==> config.mk <==
export PLATFORM = sky130hd
export DESIGN_NAME = drnat_cell
export DESIGN_NICKNAME = d
export VERILOG_FILES = /design/src/rtl/core/drnat_pkg.sv /design/src/rtl/core/drnat_cell.sv
export SDC_FILE = /design/constraint.sdc
export NUM_CORES = 1
export LEC_CHECK = 0
export BUFFER_PORTS_ARGS = -buffer_cell sky130_fd_sc_hd__buf_2
export CORE_AREA = 2 2 95 97
export DETAILED_ROUTE_END_ITERATION = 10
export DIE_AREA = 0 0 97 99
export GPL_TIMING_DRIVEN = 1
export PLACE_DENSITY = 0.8
export SLEW_MARGIN = 40
export SYNTH_ARGS = -nofsm -noshare
export SYNTH_HDL_FRONTEND = slang
export SYNTH_SLANG_ARGS = --single-unit
==> constraint.sdc <==
create_clock -name clk_i -period 1.6 [get_ports clk_i]
set_input_delay 0.16 -clock clk_i [delete_from_list [all_inputs] [get_ports clk_i]]
set_output_delay 0.16 -clock clk_i [all_outputs]
set_load 0.03 [all_outputs]
==> src/rtl/core/drnat_pkg.sv <==
// ----------------------------------------------------------------------------
// DNS redirect NAT table package
// Word types, register indexes, state codes and the checksum update.
// ----------------------------------------------------------------------------
package drnat_pkg;

  localparam logic [31:0] LoopbackReset = 32'h7F00_0001;
  localparam logic [31:0] HostReset     = 32'h0000_0000;
  localparam logic [15:0] DnsPortReset  = 16'd53;

  typedef enum logic [1:0] {
    REG_LOOPBACK = 2'd0,
    REG_HOST     = 2'd1,
    REG_DNS_PORT = 2'd2
  } cfg_reg_e;

  typedef enum logic {
    OP_OUTBOUND = 1'b0,
    OP_INBOUND  = 1'b1
  } op_e;

  typedef enum logic [2:0] {
    ST_IDLE = 3'b001,
    ST_SCAN = 3'b010,
    ST_DONE = 3'b100
  } state_e;

  typedef struct packed {
    logic        operation;
    logic        header_ok;
    logic [31:0] src_addr;
    logic [31:0] dst_addr;
    logic [15:0] src_port;
    logic [15:0] dst_port;
    logic [15:0] ip_check_in;
    logic [15:0] udp_check_in;
  } in_word_t;

  typedef struct packed {
    logic        verdict;
    logic [31:0] new_src_addr;
    logic [31:0] new_dst_addr;
    logic [15:0] ip_check_out;
    logic [15:0] udp_check_out;
    logic        recompute_checksum;
    logic        table_full;
  } out_word_t;

  typedef struct packed {
    logic [1:0]  reg_index;
    logic [31:0] wdata;
  } cfg_word_t;

  typedef struct packed {
    logic [31:0] client;
    logic [31:0] server;
    logic [15:0] port;
  } entry_t;

  // one's complement incremental update for a 32-bit field swap
  function automatic logic [15:0] csum_swap32(input logic [15:0] check,
                                              input logic [31:0] old_val,
                                              input logic [31:0] new_val);
    logic [18:0] acc;
    logic [16:0] fold1;
    logic [16:0] fold2;
    acc = {3'b000, ~check} + {3'b000, ~old_val[31:16]} + {3'b000, ~old_val[15:0]}
        + {3'b000, new_val[31:16]} + {3'b000, new_val[15:0]};
    fold1 = {1'b0, acc[15:0]} + {14'd0, acc[18:16]};
    fold2 = {1'b0, fold1[15:0]} + {16'd0, fold1[16]};
    return ~fold2[15:0];
  endfunction

endpackage

==> src/rtl/core/drnat_cell.sv <==
// ----------------------------------------------------------------------------
// DNS redirect NAT table cell
// One table entry; rotates to its neighbor during a scan, takes writes after.
// ----------------------------------------------------------------------------
module drnat_cell import drnat_pkg::*; (
  input  logic   clk_i,
  input  logic   rst_ni,
  input  logic   shift_i,
  input  entry_t prev_i,
  input  logic   wr_en_i,
  input  entry_t wr_entry_i,
  input  logic   clr_i,
  output entry_t entry_o
);

  entry_t      entry_d;
  entry_t      entry_q;
  logic [31:0] client_q;
  logic [31:0] server_q;
  logic [15:0] port_q;

  assign entry_q = '{client: client_q, server: server_q, port: port_q};

  always_comb begin
    entry_d = entry_q;
    priority if (shift_i) begin
      entry_d = prev_i;
    end else if (wr_en_i) begin
      entry_d = wr_entry_i;
    end else if (clr_i) begin
      entry_d.port = '0;
    end else begin
      entry_d = entry_q;
    end
  end

  always_ff @(posedge clk_i) begin
    client_q <= entry_d.client;
    server_q <= entry_d.server;
  end

  always_ff @(posedge clk_i or negedge rst_ni) begin
    if (!rst_ni) begin
      port_q <= '0;
    end else begin
      port_q <= entry_d.port;
    end
  end

  assign entry_o = entry_q;

endmodule

# Word-level counts from Yosys, hierarchy flattened
# Index checks and enable logic that the tools add are counted.
dict set report word_totals {
  reg_bits 80
  inputBits 165
  wordCells 8
}
dict set report op_classes {
  n_mux 3
  n_reduce_logical 2
}
# cell n
set ops {}
lappend ops {{$mux 80} 2}
lappend ops {{$mux 16} 1}
lappend ops {{$reduce_bool 3->1} 1}
lappend ops {{$reduce_bool 2->1} 1}

# Longest topological paths before layout
dict set report depth {
  ltp_word 3
  ltp_mapped 5
  ltp_nobuf 2
}

# Worst setup path after synthesis
# Ideal clock, no wire load.
dict set report synth_timing {
  path_type {input port to flip-flop}
  startpoint {in shift_i}
  endpoint {reg client_q[0], enable pin}
  setup_time_ns 0.394
  t_arrival_ns 1.468
  setup_slack_ns -0.262
  cell_stages 3
  cell_sequence {buf_2 > clkbuf_1 > or2_2}
}
dict set report synth_between {
  elab_chain_cells 1
}
# item line
set synth_lines {}
lappend synth_lines {{from (decl)} drnat_cell.sv:8} ;# input logic shift_i,
lappend synth_lines {{$reduce_bool 2->1 (no line)} n/a}
lappend synth_lines {{to (signal assigned)} drnat_cell.sv:38} ;# client_q <= entry_d.client;
lappend synth_lines {{to (decl)} drnat_cell.sv:18} ;# logic [31:0] client_q;
# No other way between the ends.
# A chain may end at the register's enable or synchronous reset.

# Worst setup path in the final report
dict set report layout_timing {
  startpoint {reg server_q[13]}
  endpoint {out entry_o[29] (netlist bit)}
}
# item line
set layout_rtl {}
lappend layout_rtl {{from (decl)} drnat_cell.sv:19} ;# logic [31:0] server_q;
lappend layout_rtl {{from (signal assigned)} drnat_cell.sv:39} ;# server_q <= entry_d.server;
lappend layout_rtl {{to (decl)} drnat_cell.sv:13} ;# output entry_t entry_o
# No word-level cell between the ends.

==> results.md <==
- Number of buffers inserted during clock tree synthesis: 9
- Maximum single-stage delay on the critical path: 0.40 ns
- Shortest clock period the worst path allows after layout: between 1 and 1.5 ns
- Leftover overflow at the end of global routing: 0
- Cell area power density: 1080 nW/um^2
- Net load switching power: 1550 uW
- Critical path required time: approximately 1.4 ns
- Clock root cell: sky130_fd_sc_hd__clkbuf_8
- Total global-route track usage: 19.5%
- Synthesized flop and latch total: 80
- Post-route setup TNS: 0 ns
- Pins over their slew limit: 0
- Mapped Area: 3450 um^2
- Critical path buffers and inverters: 1
- Core Util, Final: 58.0%
- Endpoint kind of the worst setup timing path: primary output
- Maximum fanout count along the critical path: 1
- Result of the run: finished, final reports clean
- Max frequency: 912 MHz
- Clock sink total: 80
- Layout area overhead: 43.9%
- Cells after Synth: 234
- Area of placed instances: 4740 um^2
- Maximum clock skew at final layout: 0 ns
- Area of all placed cells without fillers: 4960 um^2
- Die Ht: 99 um
- Clock power frac: 29.9%
- CP Cell Sequence: buf_2
- Placeable core area: 8550 um^2
- EDFF count, synth: 64
- WHS: 0.0552 ns
- Most repeated cell in the gate-level netlist after synthesis: sky130_fd_sc_hd__edfxtp_1
- Category of the worst setup path launch point: flop
- Switching portion of total power: 29.0%
- First-pass GRT wire length: 14.7 mm
- Leak pwr: around 0.0023 uW
- Setup Viol. Count Final: 0
- Start-to-end type of the worst setup path: reg -> out
- Clock transition at the register clock pins on the worst setup and hold paths after CTS: approximately 0.080 ns
- Initial Utilization: around two fifths
- Tightest slew margin relative to the limit: 75.0%
- Share of the synthesized area in the top cell type: 55.8%
- Initial antenna violation count: 0
- Number of placement rows: 34
- Resize count post-CTS: 0
- Part of the power in combinational logic: 22.4%
- Fraction of final layout cells sized beyond drive strength 1: 56.6%
- Setup repair after global routing missed its margin: no
- Family with the most delay on the worst path: flip-flops
- Count of vias placed by the detailed router: 2939
- Mean Syn Cell Area: about 15 um^2
- Total routed wirelength: 9.60 mm
- CP max-delay cell: sky130_fd_sc_hd__edfxtp_1
- First DRT Iteration DRCs: 77
- Async set-or-reset flop fraction in the synthesized netlist: between 20% and 30%
- Worst vdd rail ir drop: 0.000413 V
- Average detailed-routed wire length per instance: 16.4 um
- Total Nets Final: 639
- Sequential group share of total power: 47.8%
- Largest net degree at the start of global routing: 70
- CTS tree: yes
- RD Place Congestion: just over 0.8
- Antenna diode count: 0
- Register area share after synthesis: 67.4%
- Clock network latency to the later pin of the worst-skew pair: between 0.3 and 0.4 ns
- DRC violations left: 0
- Main synth FF type: sky130_fd_sc_hd__edfxtp_1
- Library cell occupying the most area in the post-synthesis netlist: sky130_fd_sc_hd__edfxtp_1
- Net count of the mapped netlist: around 400
- Tot Pwr: 5340 uW
- Top cell types by occurrence after synthesis: 64 x sky130_fd_sc_hd__edfxtp_1, 63 x sky130_fd_sc_hd__a22o_1, 32 x sky130_fd_sc_hd__a21oi_1, 17 x sky130_fd_sc_hd__nor2b_1, 16 x sky130_fd_sc_hd__dfrtp_1
- WP data arrival: 0.94 ns
- Number of failing hold endpoints at the final stage: 0
- # IOs: 245
- Die span in x: 97 um
- Area contributors post-synth: sky130_fd_sc_hd__edfxtp_1 56%, sky130_fd_sc_hd__a22o_1 16%, sky130_fd_sc_hd__dfrtp_1 12%
- Slew at the pin closest to its max-slew limit: 0.375 ns
- HPWL after detailed placement: 7.09 mm
- Clk buf depth: 2
- Level count of the clock H-tree: 3
- Die area: between 9000 and 10000 um^2
- Number of unique standard cell types used by synthesis: 15
- Total number of yosys warnings: 0
- Internal power of the cells: between 3000 and 4000 uW
- Drt via density: 5.01
- Number of global-route vias before repair: 2953
- Worst hold-check path type: in -> reg
- Count of TritonRoute iterations in the first routing pass: 5
- Antenna-violating nets left: 0
- Share of the clock period used by the worst path: 68.5%
- Input/output buffers: 244
- Max-Cap Viols: 0
-- tightest hold or removal path: cells and delay by family --
family,cells,cell delay (ns)
AO/OA/AOI/OAI,1,0.09
buffers and inverters,1,0.07
AND/OR/NAND/NOR,1,0.03
-- state kept, by name, summed over array words and instances (netlist names) --
signal and cells:
server_q 32, client_q 32, port_q 16
-- final cells by class --
cell class,instances,area (um^2)
timing repair buffer,251,1300
clock buffer,10,128
sequential,80,2320
multi-input combinational,132,987
fill,733,3590
clock inverter,6,83.8
tap,108,135
-- per-layer routing --
metal | track usage (%) | share of wire [%]
met5 | 0 | 0
met4 | 6.28 | 1.7
met3 | 7.16 | 9.7
met2 | 33.1 | 50
met1 | 23.1 | 39
-- timing repair --
item | 4_1_cts | 5_1_grt
hold buffers | 1 | 0
setup buffers | 0 | 0
hold endpoints to repair | 16 | 0
setup endpoints to repair | 0 | 0
-- metrics by stage --
stage / setup slack (ns) / instances
finish: 0.504 / 587
global placement: 0.391 / 570
CTS: 0.465 / 587
global route: 0.456 / 587
detailed placement: 0.345 / 570
floorplan: 0.0426 / 234
-- kinds of logic (layout without fill, tap and decap cells) --
| family | Yosys count | in the layout | share of synthesized area [%] |
|---|---|---|---|
| AOI/OAI and AO/OA | 96 | 96 | 20.8 |
| and+or+nand+nor | 36 | 36 | 7.55 |
| DFF | 80 | 80 | 67.4 |
| buffers and inverters | 22 | 267 | 4.25 |
-- cell usage in the layout, fill, tap and decap left out, types with 4 or more instances in the layout --
cell and instances:
sky130_fd_sc_hd__a21oi_1 32, sky130_fd_sc_hd__a22o_1 63, sky130_fd_sc_hd__buf_2 244, sky130_fd_sc_hd__buf_4 4, sky130_fd_sc_hd__clkbuf_8 9, sky130_fd_sc_hd__dfrtp_1 16, sky130_fd_sc_hd__edfxtp_1 64, sky130_fd_sc_hd__nor2b_1 16
sky130_fd_sc_hd__or3b_1 11, sky130_fd_sc_hd__or3b_2 5
-- power by group through the flow --
stage,Combinational (uW),Clock [uW],Sequential (uW)
6_report,1190,1600,2550
5_1_grt,1270,1740,2580
4_1_cts,1210,1650,2560
3_5_place_dp,1200,0,2600
3_3_place_gp,1180,0,2600
2_1_floorplan,274,0,3050
-- worst paths after layout --
kind	cells past startpoint	endpoint	slack [ns]	startpoint
min reg2reg	2	port_q[5]	0.62	port_q[5]
min	3	port_q[9]	0.06	prev_i[9]
max	1	entry_o[29]	0.50	server_q[13]
min in group asynchronous	2	port_q[9]	0.26	rst_ni
max in group asynchronous	2	port_q[6]	1.06	rst_ni
max reg2reg	2	port_q[2]	0.57	port_q[2]
Note: power is estimated with default switching activity, not from simulation.
