--- src/rtl/core/drnat_pkg.sv ---
// ----------------------------------------------------------------------------
// DNS redirect NAT table package
// Word types, register indexes, state codes and the checksum update.
// ----------------------------------------------------------------------------
package drnat_pkg;

  localparam logic [31:0] LoopbackReset = 32'h7F00_0001;
  localparam logic [31:0] HostReset     = 32'h0000_0000;
  localparam logic [15:0] DnsPortReset  = 16'd53;

  typedef enum logic [1:0] {
    REG_LOOPBACK = 2'd0,
    REG_HOST     = 2'd1,
    REG_DNS_PORT = 2'd2
  } cfg_reg_e;

  typedef enum logic {
    OP_OUTBOUND = 1'b0,
    OP_INBOUND  = 1'b1
  } op_e;

  typedef enum logic [2:0] {
    ST_IDLE = 3'b001,
    ST_SCAN = 3'b010,
    ST_DONE = 3'b100
  } state_e;

  typedef struct packed {
    logic        operation;
    logic        header_ok;
    logic [31:0] src_addr;
    logic [31:0] dst_addr;
    logic [15:0] src_port;
    logic [15:0] dst_port;
    logic [15:0] ip_check_in;
    logic [15:0] udp_check_in;
  } in_word_t;

  typedef struct packed {
    logic        verdict;
    logic [31:0] new_src_addr;
    logic [31:0] new_dst_addr;
    logic [15:0] ip_check_out;
    logic [15:0] udp_check_out;
    logic        recompute_checksum;
    logic        table_full;
  } out_word_t;

  typedef struct packed {
    logic [1:0]  reg_index;
    logic [31:0] wdata;
  } cfg_word_t;

  typedef struct packed {
    logic [31:0] client;
    logic [31:0] server;
    logic [15:0] port;
  } entry_t;

  // one's complement incremental update for a 32-bit field swap
  function automatic logic [15:0] csum_swap32(input logic [15:0] check,
                                              input logic [31:0] old_val,
                                              input logic [31:0] new_val);
    logic [18:0] acc;
    logic [16:0] fold1;
    logic [16:0] fold2;
    acc = {3'b000, ~check} + {3'b000, ~old_val[31:16]} + {3'b000, ~old_val[15:0]}
        + {3'b000, new_val[31:16]} + {3'b000, new_val[15:0]};
    fold1 = {1'b0, acc[15:0]} + {14'd0, acc[18:16]};
    fold2 = {1'b0, fold1[15:0]} + {16'd0, fold1[16]};
    return ~fold2[15:0];
  endfunction

endpackage

--- src/rtl/core/drnat_scan.sv ---
// ----------------------------------------------------------------------------
// DNS redirect NAT table scan head
// Inspects the entry at the head of the ring each cycle; keeps the first free
// slot in probe order and the lowest matching slot.
// ----------------------------------------------------------------------------
module drnat_scan import drnat_pkg::*; #(
  parameter int unsigned TABLE_ENTRIES = 16
) (
  input  logic                             clk_i,
  input  logic                             rst_ni,
  input  logic                             start_i,
  input  logic                             step_i,
  input  logic [$clog2(TABLE_ENTRIES)-1:0] slot_i,
  input  logic [$clog2(TABLE_ENTRIES)-1:0] next_slot_i,
  input  entry_t                           head_i,
  input  logic [31:0]                      client_i,
  input  logic [31:0]                      server_i,
  input  logic [15:0]                      port_i,
  output logic                             free_found_o,
  output logic [$clog2(TABLE_ENTRIES)-1:0] free_idx_o,
  output logic                             match_found_o,
  output logic [$clog2(TABLE_ENTRIES)-1:0] match_idx_o,
  output logic [31:0]                      match_server_o
);

  localparam int unsigned IdxW = $clog2(TABLE_ENTRIES);

  logic            head_free;
  logic            head_hit;
  logic            hi_found_d, hi_found_q;
  logic            lo_found_d, lo_found_q;
  logic            match_found_d, match_found_q;
  logic [IdxW-1:0] hi_idx_d, hi_idx_q;
  logic [IdxW-1:0] lo_idx_d, lo_idx_q;
  logic [IdxW-1:0] match_idx_d, match_idx_q;
  logic [31:0]     match_server_d, match_server_q;

  assign head_free = (head_i.port == '0);
  assign head_hit  = !head_free && (head_i.client == client_i) &&
                     (head_i.server == server_i) && (head_i.port == port_i);

  always_comb begin
    hi_found_d     = hi_found_q;
    lo_found_d     = lo_found_q;
    match_found_d  = match_found_q;
    hi_idx_d       = hi_idx_q;
    lo_idx_d       = lo_idx_q;
    match_idx_d    = match_idx_q;
    match_server_d = match_server_q;
    if (start_i) begin
      hi_found_d    = 1'b0;
      lo_found_d    = 1'b0;
      match_found_d = 1'b0;
    end else if (step_i) begin
      if (head_free && !hi_found_q && (slot_i > next_slot_i)) begin
        hi_found_d = 1'b1;
        hi_idx_d   = slot_i;
      end
      if (head_free && !lo_found_q && (slot_i <= next_slot_i)) begin
        lo_found_d = 1'b1;
        lo_idx_d   = slot_i;
      end
      if (head_hit && !match_found_q) begin
        match_found_d  = 1'b1;
        match_idx_d    = slot_i;
        match_server_d = head_i.server;
      end
    end
  end

  always_ff @(posedge clk_i or negedge rst_ni) begin
    if (!rst_ni) begin
      hi_found_q    <= 1'b0;
      lo_found_q    <= 1'b0;
      match_found_q <= 1'b0;
    end else begin
      hi_found_q    <= hi_found_d;
      lo_found_q    <= lo_found_d;
      match_found_q <= match_found_d;
    end
  end

  always_ff @(posedge clk_i) begin
    hi_idx_q       <= hi_idx_d;
    lo_idx_q       <= lo_idx_d;
    match_idx_q    <= match_idx_d;
    match_server_q <= match_server_d;
  end

  assign free_found_o   = hi_found_q || lo_found_q;
  assign free_idx_o     = hi_found_q ? hi_idx_q : lo_idx_q;
  assign match_found_o  = match_found_q;
  assign match_idx_o    = match_idx_q;
  assign match_server_o = match_server_q;

endmodule

--- config.mk ---
export PLATFORM = sky130hd
export DESIGN_NAME = drnat_scan
export DESIGN_NICKNAME = d
export VERILOG_FILES = /design/src/rtl/core/drnat_pkg.sv /design/src/rtl/core/drnat_scan.sv
export SDC_FILE = /design/constraint.sdc
export NUM_CORES = 1
export LEC_CHECK = 0
export ABC_AREA = 1
export BUFFER_PORTS_ARGS = -buffer_cell sky130_fd_sc_hd__buf_4
export CAP_MARGIN = 30
export CORE_MARGIN = 2
export CORE_UTILIZATION = 45
export CTS_CLUSTER_DIAMETER = 100
export DETAILED_ROUTE_END_ITERATION = 7
export PLACE_DENSITY = 0.92
export SYNTH_ARGS = -nofsm -noshare
export SYNTH_HDL_FRONTEND = slang
export SYNTH_SLANG_ARGS = --single-unit
export TNS_END_PERCENT = 10
--- constraint.sdc ---
create_clock -name clk_i -period 6.2 [get_ports clk_i]
set_clock_uncertainty 0.15 [all_clocks]
set_input_delay 0.31 -clock clk_i [delete_from_list [all_inputs] [get_ports clk_i]]
set_output_delay 0.31 -clock clk_i [all_outputs]
set_load 0.005 [all_outputs]
### Word-level counts from Yosys, hierarchy flattened

Cells that the tools add are included.

| operators by class | value |
|---|---|
| bitwise operators | 1 |
| muxes and demuxes | 10 |
| reductions and logical operators | 24 |
| eq/ne operators | 3 |
| $lt $le $gt $ge | 2 |

Operator list:

| cell | number |
|---|---|
| 32-bit equality test | 2 |
| 16-bit equality test | 1 |
| 16-bit zero test | 1 |
| 1-bit 2-to-1 mux | 9 |
| 3-bit AND reduction | 3 |
| 1-bit logical AND | 8 |
| 2-bit nonzero test | 4 |
| 2-bit AND reduction | 3 |
| 4-bit > comparator | 1 |
| 4-bit <= comparator | 1 |
| 1-bit zero test | 4 |
| 4-bit 2-to-1 mux | 1 |
| 1-bit logical OR | 1 |
| 1-bit inverter | 1 |

| word-level totals | value |
|---|---|
| input bits | 172 |
| register bits after elaboration | 47 |
| output and inout bits | 42 |

### Depth between registers and ports, before layout

| logic depth | value |
|---|---|
| depth after elaboration | 9 |
| mapped depth | 10 |
| gate-level depth less buffers | 10 |

### Worst setup path before layout

OpenSTA, ideal clock, no wires.

| timing path | value |
|---|---|
| path type | flip-flop to flip-flop |
| start | reg match_found_q (netlist: match_found_o) |
| end | reg match_idx_q[0] (netlist: match_idx_o[0]), enable pin |
| path buffers | 0 |
| setup time | 0.400 ns |
| path slack | 3.712 ns |
| stages on the path, launching flop included | 9 |
| arrival time | 1.937 ns |
| clock period less this slack | 2.488 ns |
| data required time | 5.650 ns |
| path through | dfrtp_1 > nand3b_1 > nor2_1 > nand2_1 > nor2_1 > nand2_1 > nor2_1 > nand2_1 > nor2_2 |

| on the way | value |
|---|---|
| word-level cells in the longest chain between the ends | 3 |

Ends and longest elaborated chain:

| element | RTL line | RTL |
|---|---|---|
| from (decl) | drnat_scan.sv:32 | `logic match_found_d, match_found_q;` |
| from (signal assigned) | drnat_scan.sv:79 | `match_found_q <= match_found_d;` |
| 1-bit zero test | drnat_scan.sv:63 | `if (head_hit && !match_found_q) begin` |
| 1-bit logical AND | drnat_scan.sv:63 |  |
| 3-bit AND reduction (no line) | - |  |
| to (signal assigned) | drnat_scan.sv:86 | `match_idx_q <= match_idx_d;` |
| to (decl) | drnat_scan.sv:35 | `logic [IdxW-1:0] match_idx_d, match_idx_q;` |

No other way between the ends.
A chain may end at the register's enable or synchronous reset.

### Final worst setup path

| timing path | value |
|---|---|
| start | reg match_found_q (netlist: match_found_o) |
| end | reg match_server_q[17] (netlist: match_server_o[17]), enable pin |

| on the way | value |
|---|---|
| word-level cells in the longest chain between the ends | 3 |

Ends and longest elaborated chain:

| element | RTL line | RTL |
|---|---|---|
| 1-bit zero test | drnat_scan.sv:63 |  |
| 1-bit logical AND | drnat_scan.sv:63 |  |
| 3-bit AND reduction (no line) | - |  |
| to (signal assigned) | drnat_scan.sv:87 | `match_server_q <= match_server_d;` |
| to (decl) | drnat_scan.sv:36 | `logic [31:0] match_server_d, match_server_q;` |

No other way between the ends.

==> metrics <==
area fraction in compound gates after synthesis 0.897%; RSZ-0062 raised after global routing false; Post-DP Area 5380 µm²; dpl cells 917; synthesis-stage register bit count 47; gr usage total 28.3%; DIE HEIGHT 93.8 µm; Final Hold Fails 0; Finished Layout Cells 926; clock buffer count from CTS 5; Arr. time, crit path 1930 ps; grt ovf 0; Post-Route Setup TNS 0 ps; drt total wl 12,700 µm; Core Area 7770 µm²; critical path, cell by cell nand3b_1 -> nor2_1 -> nand2_1 -> nor2_1 -> nand2_1 -> nor2_1 -> nand2_1 -> nor2_4 -> buf_12; Most used DFF post-synth edfxtp_1; drt pass-1 iters 5; Clock Path Buffers 2; GPL Wtd Cong 0.877; most frequent cells in the layout 246 x nand2_1, 213 x buf_4, 134 x nor2_1; fin util 70.7%; switching share of power 27.2%; WL/cell 13.7 µm; PwrDens 145 nW/µm²; pin count of the biggest net entering global routing 33; ANT nets after route 0; root buf cell clkbuf_8; HPWL Detailed 10,900 µm; internal power 0.579 mW; XOR/XNOR share of the synthesized area 2.66%; flop2flop setup slack 4120 ps; Area Growth Syn to Fin 51.5%; count of pins over their slew limit 0; post-synthesis sequential area ratio 38.5%; Register Area 1400 µm²; Combinational Power Share 28.3%; clk_lat worst skew 300 ps; worst-margin pin slew 441 ps; critical path class register to register; cells on worst reg2reg path 9; run status finished, final reports clean; critical path startpoint category register; initial antenna violation count 0; warnings from Yosys 0; die area 8790 µm²; starting density of the core 46.7%; routed vias/inst 4.74; most common cell after layout, fill and taps aside nand2_1; Setup crit end match_server_o[17]; clk slew on worst S/H paths 90 ps; Clock power frac 28.2%; adder-cell share of the synthesized area 1.38%; Mapped Area 3630 µm²; maximum vdd ir drop 0.0000650 V; Slowest-stage cell, CP dfrtp_1; CTS sink count 47; crit end category register; switching pwr 0.217 mW; first-pass GRT wire length 19,200 µm; Worst path max stage delay 400 ps; Max-slew headroom 70.4%; post-route cell area 5490 µm²; Resize count post-CTS 0; Tmin final 2080 ps; fin crit share 33.5%; CP startpoint match_found_o; Final nets 999; Worst EP required 6050 ps; simple-gate portion of the synthesized area 42.9%; reg2reg end match_server_o[17]; routed vias 4,385; Netlist cell types 21; Post-synth EDFFs 44; DRT iter0 DRCs 245; Synth Instances 601; Filler cells 650; Max Freq 0.481 GHz; IO Pins 214; DRC 0; Die X-Extent 93.8 µm; worst hold path type primary input to register; footprint of the multi-input gates 1740 µm²; mux cell area share after synthesis 0%; CTS tree yes; I/O Buffers 213; Mapped Avg Cell Area 6.03 µm²; Max H-tree Level 2; sequential share of power 43.5%; Syn Nets 777; Std-Cell Rows 32; vias in the first global route 4,278; post-synthesis async set-or-reset flop share 6.38%; MaxCap Viol Count 0; largest family of logic cells by synthesized area simple AND/OR/NAND/NOR gates; Antenna Cells 0; worst hold slack 47.8 ps; Final setup viols 0; reg2reg start match_found_o; layout cells sized above 1 27.5%; leakage power 3.20 nW; worst-path fanout max 32
==> state kept, by name, summed over array words and instances (netlist names) <==
| name | count |
|---|---|
| match_server_o | 32 |
| hi_idx_q | 4 |
| lo_idx_q | 4 |
| match_idx_o | 4 |
| hi_found_q | 1 |
| lo_found_q | 1 |
| match_found_o | 1 |
==> power groups by stage <==
stage | sequential [mW] | clock, mW | combinational [mW]
5_1_grt | 0.346 | 0.233 | 0.250
3_3_place_gp | 0.353 | 0 | 0.212
2_1_floorplan | 0.353 | 0 | 0.0924
3_5_place_dp | 0.353 | 0 | 0.221
6_report | 0.346 | 0.224 | 0.225
4_1_cts | 0.346 | 0.225 | 0.224
==> cells in the mapped netlist, types with 2 or more instances <==
master	n	area, µm²
edfxtp_1	44	1320
nor3_1	2	10.0
ha_1	4	50.1
nor2_2	3	18.8
inv_2	2	7.51
nand3_1	7	35.0
nand2_1	246	923
nor2_1	134	503
nand3b_1	2	15.0
nand4_1	5	31.3
inv_1	130	488
dfrtp_1	3	75.1
xor2_1	4	35.0
or2_2	2	12.5
xnor2_1	7	61.3
==> final cells by class <==
class / instances / area share [%]
Multi-Input combinational cell: 422 / 31.7
Timing Repair Buffer: 215 / 29.7
Sequential cell: 47 / 25.4
Inverter: 132 / 9.02
Tap cell: 102 / 2.32
Clock buffer: 7 / 1.39
Clock inverter: 1 / 0.547
==> what timing repair did <==
| item | in CTS | in global routing |
|---|---|---|
| buffers inserted | 0 | 0 |
| hold buffers | 1 | 0 |
| hold endpoints to repair | 3 | 0 |
==> layer usage <==
layer / track usage, % / wire (µm)
met4: 11.8 / 489
met5: 0 / 0
met2: 54.2 / 6660
met1: 29.8 / 4490
met3: 5.22 / 1070
==> critical path: cells and delay by family, from the launching register on <==
family / cells / cell delay (ps)
buffers and inverters: 1 / 250
DFF: 1 / 400
and+or+nand+nor: 8 / 970
==> stage by stage <==
stage                     total power, mW  setup WS (ps)
after floorplan                     0.446           3710
after global placement              0.566           3650
after detailed placement            0.575           4020
after CTS                           0.794           4140
after global routing                0.830           4000
final                               0.796           4120
==> cell families (layout without fill, tap and decap cells) <==
family                     count (synthesis)  after routing
buffers and inverters                    132            355
xor gates and xnor gates                  11             11
AOI/OAI and AO/OA                          5              5
and+or+nand+nor                          402            402
adders and majority gates                  4              4
DFF                                       47             47
==> worst min path at each step <==
stage / from / to / slack, ps / cells past startpoint
3_3_place_gp: rst_ni / lo_found_q / -50 / 1
6_report: head_i[47] / match_server_o[31] / 50 / 1
4_1_cts: head_i[45] / match_server_o[29] / 40 / 1
2_1_floorplan: rst_ni / hi_found_q / -140 / 0
5_1_grt: head_i[45] / match_server_o[29] / 40 / 1
3_5_place_dp: rst_ni / lo_found_q / -50 / 1
Power figures use the tool's default switching activity.
